--- config.mk ---
export PLATFORM = sky130hd
export DESIGN_NAME = systolic_prime_sieve
export DESIGN_NICKNAME = d
export VERILOG_FILES = /design/src/hdl/sps_pkg.sv /design/src/hdl/sps_cell.sv /design/src/hdl/systolic_prime_sieve.sv
export SDC_FILE = /design/constraint.sdc
export NUM_CORES = 2
export LEC_CHECK = 0
export BUFFER_PORTS_ARGS = -buffer_cell sky130_fd_sc_hd__buf_2
export CAP_MARGIN = 20
export CELL_PAD_IN_SITES_DETAIL_PLACEMENT = 1
export CELL_PAD_IN_SITES_GLOBAL_PLACEMENT = 2
export CORE_AREA = 2 2 247 431
export DETAILED_ROUTE_END_ITERATION = 12
export DIE_AREA = 0 0 249 433
export PLACE_DENSITY = 0.89
export SYNTH_ARGS = -nofsm -noshare
export SYNTH_HDL_FRONTEND = slang
export SYNTH_SLANG_ARGS = --single-unit
--- constraint.sdc ---
create_clock -name clk -period 4.5 [get_ports clk]
set_clock_uncertainty 0.2 [all_clocks]
set_input_delay 0.675 -clock clk [delete_from_list [all_inputs] [get_ports clk]]
set_output_delay 0.675 -clock clk [all_outputs]
set_load 0.02 [all_outputs]
--- src/hdl/sps_pkg.sv ---
// Package for the systolic prime sieve: sizes, the bit-serial item token
// passed between filter cells. No dependencies.
package sps_pkg;

  localparam int NUM_CELLS  = 16;
  localparam int VALUE_BITS = 16;
  localparam int DATA_W     = 16;
  localparam int CNT_W      = (VALUE_BITS > 1) ? $clog2(VALUE_BITS) : 1;

  localparam logic [CNT_W-1:0] LAST_BEAT = CNT_W'(VALUE_BITS - 1);

  // One beat of an item moving down the row, value bits MSB first.
  typedef struct packed {
    logic vld;
    logic bit_val;
    logic first;   // first beat of the item
    logic clr;     // start of run; cells act on it only on the first beat
    logic last;    // last beat; alive/found are final here
    logic alive;   // not dropped yet and not claimed
    logic found;   // claimed by an empty cell as a new prime
  } sps_token_t;

endpackage

--- src/hdl/sps_cell.sv ---
// One filter cell of the sieve: holds a prime, computes value mod prime one
// bit per beat, and claims the item when empty. Depends on sps_pkg.
module sps_cell (
  input  logic               clk,
  input  logic               rst_n,
  input  logic               en,
  input  sps_pkg::sps_token_t tok_i,
  output sps_pkg::sps_token_t tok_o
);
  import sps_pkg::*;

  logic [VALUE_BITS-1:0] prime_r, prime_nxt;
  logic [VALUE_BITS-1:0] rem_r, rem_nxt;
  logic                  full_r, full_nxt;
  sps_token_t            tok_r, tok_nxt;

  logic                  eff_full;
  logic [VALUE_BITS-1:0] rem_in;
  logic [VALUE_BITS:0]   trial;
  logic                  divides;

  always_comb begin
    eff_full  = full_r && !(tok_i.first && tok_i.clr);
    rem_in    = tok_i.first ? '0 : rem_r;
    trial     = {rem_in, tok_i.bit_val};
    if (trial >= {1'b0, prime_r}) begin
      trial = trial - {1'b0, prime_r};
    end
    rem_nxt   = trial[VALUE_BITS-1:0];
    divides   = eff_full && (rem_nxt == '0);

    prime_nxt = prime_r;
    full_nxt  = full_r;
    tok_nxt   = tok_i;
    if (tok_i.vld) begin
      full_nxt = eff_full;
      // an empty cell collects the value bits as its candidate prime
      if (!eff_full) begin
        prime_nxt = {prime_r[VALUE_BITS-2:0], tok_i.bit_val};
      end
      if (tok_i.last) begin
        tok_nxt.alive = tok_i.alive && eff_full && !divides;
        tok_nxt.found = tok_i.found || (tok_i.alive && !eff_full);
        if (tok_i.alive && !eff_full) begin
          full_nxt = 1'b1;
        end
      end
    end
  end

  always_ff @(posedge clk) begin
    if (!rst_n) begin
      full_r <= 1'b0;
      tok_r  <= '0;
    end else if (en) begin
      full_r <= full_nxt;
      tok_r  <= tok_nxt;
    end
  end

  always_ff @(posedge clk) begin
    if (en && tok_i.vld) begin
      prime_r <= prime_nxt;
      rem_r   <= rem_nxt;
    end
  end

  assign tok_o = tok_r;

endmodule

--- src/hdl/systolic_prime_sieve.sv ---
// Systolic prime sieve: an item is serialized MSB first and its bits walk a
// row of NUM_CELLS filter cells, one cell per cycle unless the row stalls. A
// new item is taken once the feeder has sent every bit of the last one, while
// earlier items still pass down the row; each cell registers the beat it passes.
// A held result stalls the row only when the next result reaches the tail.
// Synchronous active-low reset empties all cells and drops items in flight.
module systolic_prime_sieve (
  input  logic                       clk,
  input  logic                       rst_n,
  input  logic                       in_tvalid,
  output logic                       in_tready,
  input  logic [sps_pkg::DATA_W-1:0] in_tdata,  // [15:0] value
  input  logic [0:0]                 in_tuser,  // [0] start_of_run
  output logic                       out_tvalid,
  input  logic                       out_tready,
  output logic [sps_pkg::DATA_W-1:0] out_tdata, // [15:0] prime
  output logic [0:0]                 out_tuser  // [0] overflow
);
  import sps_pkg::*;

  logic                  busy_r, busy_nxt;
  logic [VALUE_BITS-1:0] shift_r, shift_nxt;
  logic [CNT_W-1:0]      cnt_r, cnt_nxt;
  logic                  first_r, first_nxt;
  logic                  clr_r, alive_r;
  logic [VALUE_BITS-1:0] acc_r;
  logic                  out_valid_r;
  logic [DATA_W-1:0]     out_data_r;
  logic                  out_ovf_r;

  sps_token_t            chain [NUM_CELLS+1];
  sps_token_t            tail;
  logic                  tail_res;
  logic                  en;
  logic [VALUE_BITS-1:0] in_val;
  logic [VALUE_BITS-1:0] tail_val;

  assign tail     = chain[NUM_CELLS];
  assign tail_res = tail.vld && tail.last && (tail.alive || tail.found);
  assign en       = !(tail_res && out_valid_r && !out_tready);
  assign in_val   = VALUE_BITS'(in_tdata);
  assign tail_val = {acc_r[VALUE_BITS-2:0], tail.bit_val};

  assign in_tready = !busy_r;

  // feeder: one value bit per beat into cell 0
  always_comb begin
    chain[0].vld     = busy_r;
    chain[0].bit_val = shift_r[VALUE_BITS-1];
    chain[0].first   = first_r;
    chain[0].clr     = clr_r;
    chain[0].last    = (cnt_r == LAST_BEAT);
    chain[0].alive   = alive_r;
    chain[0].found   = 1'b0;
  end

  always_comb begin
    busy_nxt  = busy_r;
    shift_nxt = shift_r;
    cnt_nxt   = cnt_r;
    first_nxt = first_r;
    if (in_tvalid && in_tready) begin
      busy_nxt  = 1'b1;
      shift_nxt = in_val;
      cnt_nxt   = '0;
      first_nxt = 1'b1;
    end else if (busy_r && en) begin
      shift_nxt = {shift_r[VALUE_BITS-2:0], 1'b0};
      cnt_nxt   = cnt_r + 1'b1;
      first_nxt = 1'b0;
      if (cnt_r == LAST_BEAT) begin
        busy_nxt = 1'b0;
      end
    end
  end

  always_ff @(posedge clk) begin
    if (!rst_n) begin
      busy_r <= 1'b0;
    end else begin
      busy_r <= busy_nxt;
    end
  end

  always_ff @(posedge clk) begin
    shift_r <= shift_nxt;
    cnt_r   <= cnt_nxt;
    first_r <= first_nxt;
    if (in_tvalid && in_tready) begin
      clr_r   <= in_tuser[0];
      // values below two pass the row only to carry a start of run
      alive_r <= (in_val >= VALUE_BITS'(2));
    end
  end

  for (genvar i = 0; i < NUM_CELLS; i++) begin : g_cell
    sps_cell u_cell (
      .clk   (clk),
      .rst_n (rst_n),
      .en    (en),
      .tok_i (chain[i]),
      .tok_o (chain[i+1])
    );
  end

  // collector: rebuild the value at the tail, hold one result
  always_ff @(posedge clk) begin
    if (en && tail.vld) begin
      acc_r <= tail_val;
    end
  end

  always_ff @(posedge clk) begin
    if (!rst_n) begin
      out_valid_r <= 1'b0;
    end else if (en && tail_res) begin
      out_valid_r <= 1'b1;
    end else if (out_tready) begin
      out_valid_r <= 1'b0;
    end
  end

  always_ff @(posedge clk) begin
    if (en && tail_res) begin
      out_data_r <= DATA_W'(tail_val);
      out_ovf_r  <= tail.alive;
    end
  end

  assign out_tvalid   = out_valid_r;
  assign out_tdata    = out_data_r;
  assign out_tuser[0] = out_ovf_r;

  a_busy_from_accept: assert property (@(posedge clk) disable iff (!rst_n)
    $rose(busy_r) |-> $past(in_tvalid && in_tready))
    else $error("feeder started without an accepted item");

  a_last_beat_ends: assert property (@(posedge clk) disable iff (!rst_n)
    (busy_r && en && cnt_r == LAST_BEAT) |=> !busy_r)
    else $error("feeder ran past the last beat");

  a_tail_exclusive: assert property (@(posedge clk) disable iff (!rst_n)
    (tail.vld && tail.last) |-> !(tail.alive && tail.found))
    else $error("item both claimed and still alive at tail");

  a_no_overwrite: assert property (@(posedge clk) disable iff (!rst_n)
    (en && tail_res) |-> (!out_valid_r || out_tready))
    else $error("held result overwritten");

endmodule

==> reports/qor.yml <==
yosys:
  synth_xor_area_frac: 0.0416
  synthArstFlopShare: 0
  synth_compound_area_frac: 0.138
  synth_mux_area_frac: 0.0408
  synth_fa_ha_area_frac: 0.0875
  syn_nets: 4324
  synth_enable_flop_cells: 562
  yosysWarningCount: 0
  synth.avg_cell_area_sq_um: 10.0
  synth_simple_gate_area_frac: 0.165
  synth_top_family_by_area: "simple AND/OR/NAND/NOR gates"
  synth_seq_cells: 695
  syn-cell-area_sq_um: 40400
  synth_cell_type_count: 79
  synth_top_flop_cell: "edfxtp_1"
  yosysSeqAreaShare: 0.483
  synthCells: 4030
cts:
  htree_num_levels: 3
  clockBufferDepth: 3
  clock_sinks: 695
  post-cts-setup-buffers: 0
  cts_tree: "built"
  cts_buffers: 73
  clock_latency_ps: 660
  root_buffer: "clkbuf_16"
  clk_pin_slew_worst_paths_ps: 60
run_status:
  status: "finished, final reports clean"
floorplanning:
  core_sq_um: 104000
  dieArea_sq_um: 108000
  io_pins: 40
  num_rows: 157
  die_h_um: 433
  dieWidth_um: 249
  start_util: 0.388
placed_design:
  gp_congestion: 0.832
  portBuffers: 39
  dp_hpwl_um: 79000
layout:
  seq_area_sq_um: 19500
  multi_input_area_sq_um: 19200
  nNetsFinal: 4449
  drive_above_1_share: 0.0999
  n_antenna_cell: 0
  area_delta_synth_final_pct: 12.5
  fill_cells: 11700
  fin_util: 0.436
min_path:
  hold_class: "primary input to flip-flop"
grt:
  grt_max_degree: 114
  grt_pass1_vias: 33300
  grt_pass1_wl_um: 170000
  grt_usage: 0.195
  antenna_found_initial: 0
  grt-ovfl-total: 0
run:
  max-cap-violations: 0
critical_path:
  critPathArrivalTime_ps: 4680
  critPathMaxStageDelay_ps: 480
  cp.required_ps: 4850
  path_cells: "buf_4 -> buf_4 -> nor2b_1 -> ha_1 -> a21o_1 -> a21oi_1 -> inv_1 -> o211a_1 -> a2111oi_4 -> o41ai_4 -> buf_4 -> mux2_1 -> or4_1 -> or3_1 -> o311a_1"
  cpMostUsedCell: "buf_4"
  crit_path_start_kind: "flip-flop"
  worstSetupEndpointType: "flip-flop"
  cp_slowest_cell: "or4_1"
  cp_max_fo: 8
  regToRegSetupSlack_ps: 170
  critPathKind: "flip-flop to flip-flop"
power:
  finalPower_mw: 14.7
  p_int_mw: 11.3
  power.density_nw_per_um2: 322
  seq_power_share: 0.482
  power.switching_mw: 3.41
  switching_share: 0.232
  p_clk_frac: 0.445
  combPwrFrac: 0.073
  leakagePower_nw: 18.0
  peakVddDrop_mv: 0.332
timing:
  tns_ps: 0
  tightest_slew_ps: 759
  fin_crit_ps: 4330
  clock.fmax_mhz: 231
  slew_viol_final: 0
  setup_viol: 0
  max_slew_margin: 0.490
  finalHoldViolCount: 0
  period_share: 0.963
detailed_routing:
  drc_errors: 0
  detail_route.vias_per_cell: 5.43
  wl_um: 105000
  wire_per_inst_um: 18.8
  drtPass1Iterations: 6
  vias: 30200
  drtAntennaViolNets: 0
  drt-initial-drc-count: 1103
[metrics by stage]
stage               instances  setup WS (ps)  hold slack (ps)  instance area (sq um)
floorplan                4030            289              200                  40400
global placement         5429           -114              203                  42900
detailed placement       5430           88.6              233                  42900
CTS                      5566           26.3             42.9                  45400
global route             5566          -19.8             78.7                  45500
finish                   5566            167             91.7                  45500
[worst max-delay path: cells and delay by family (launching register included)]
family,cells,cell delay (ps)
compound gates,6,1460
fa+ha+maj,1,320
buf+inv,4,590
flops,1,350
mux,1,340
simple gates,3,1000
[routing by layer]
metal / global-route usage / wire, um / up-vias
met5: 0 / 0 / -
met4: 0.0961 / 4630 / 0
met1: 0.180 / 36500 / 14900
met3: 0.0189 / 2020 / 244
met2: 0.413 / 61500 / 360
li1: - / - / 14700
[power by group through the flow]
stage          clock network (mW)  logic, mW  registers [mW]
6_report                     6.53       1.07            7.07
5_1_grt                      6.92       1.19            7.08
4_1_cts                      6.73       1.07            7.07
3_5_place_dp                    0       1.06            7.21
3_3_place_gp                    0       1.03            7.20
2_1_floorplan                   0      0.762            7.19
[layout make-up]
type | count | share of cell area
timing repair buffer | 152 | 0.0235
inverter | 369 | 0.0305
multi-input combinational | 2864 | 0.423
tap | 1351 | 0.0372
clock inverter | 34 | 0.0100
sequential | 695 | 0.430
clock buffer | 101 | 0.0461
[cell usage after synthesis, types with 76 or more instances]
cell type / instances / share of area
clkbuf_1: 94 / 0.0087
edfxtp_1: 562 / 0.42
xnor2_1: 107 / 0.023
o21ai_0: 194 / 0.024
dfxtp_1: 133 / 0.066
nand3_1: 101 / 0.013
a21o_1: 76 / 0.014
a21oi_1: 315 / 0.039
nand2_1: 468 / 0.043
nor2b_1: 255 / 0.039
xor2_1: 85 / 0.018
ha_1: 257 / 0.080
nor2_1: 204 / 0.019
mux2_2: 95 / 0.026
inv_1: 367 / 0.034
[worst paths after layout]
kind,start,to,cells past startpoint
worst max register to register,g_cell[1].u_cell.tok_o[4],g_cell[2].u_cell.tok_o[1],15
worst min-delay path,in_tdata[10],shift_r[10],3
worst max-delay path,g_cell[1].u_cell.tok_o[4],g_cell[2].u_cell.tok_o[1],15
worst min register to register,g_cell[8].u_cell.prime_r[7],g_cell[8].u_cell.prime_r[8],0
[cells in the final DEF (no fill, tap or decap), types with 12 or more instances in the layout]
cell type and count:
a21oi_1 301, nand3_1 101, ha_1 257, nand2_1 468, clkbuf_1 16, nor4_1 43
o21ai_0 194, clkbuf_16 77, nor2_1 203, o21a_1 57, or2_2 17, xor2_1 85
a21o_1 76, a31oi_1 47, o41ai_1 12, mux2_2 95, buf_4 110, xnor2_1 107
inv_1 367, nand4_1 50, nor2b_1 252, dfxtp_1 129, and3_1 17, or3_1 15
clkinv_2 13, fa_1 16, o21bai_1 17, mux2i_1 54, buf_2 39, or4_1 15
o31ai_1 15, edfxtp_1 562, nand2b_1 58, o31a_1 22, a21oi_2 14, a211oi_1 19
nor3_1 69
[registers in the layout, summed over array words and instances, names as in the netlist, 4 cells and up]
register and count:
shift_r 16, g_cell.u_cell.tok_o 110, acc_r 15, g_cell.u_cell.prime_r 256
g_cell.u_cell.full_r 16, out_tdata 16, g_cell.u_cell.rem_r 256, cnt_r 4
[cells by family after synthesis]
family	after synthesis
mux	152
xor+xnor	192
fa+ha+maj	273
simple gates	1354
flops	695
compound gates	893
buf+inv	471
[repair_timing]
| item | 4_1_cts | 5_1_grt |
|---|---|---|
| setup endpoints to repair | 0 | 6 |
| hold buffers | 1 | 0 |
| gates resized for setup | 0 | 11 |
| hold endpoints to repair | 1 | 0 |
(Power assumes the default switching activity.)
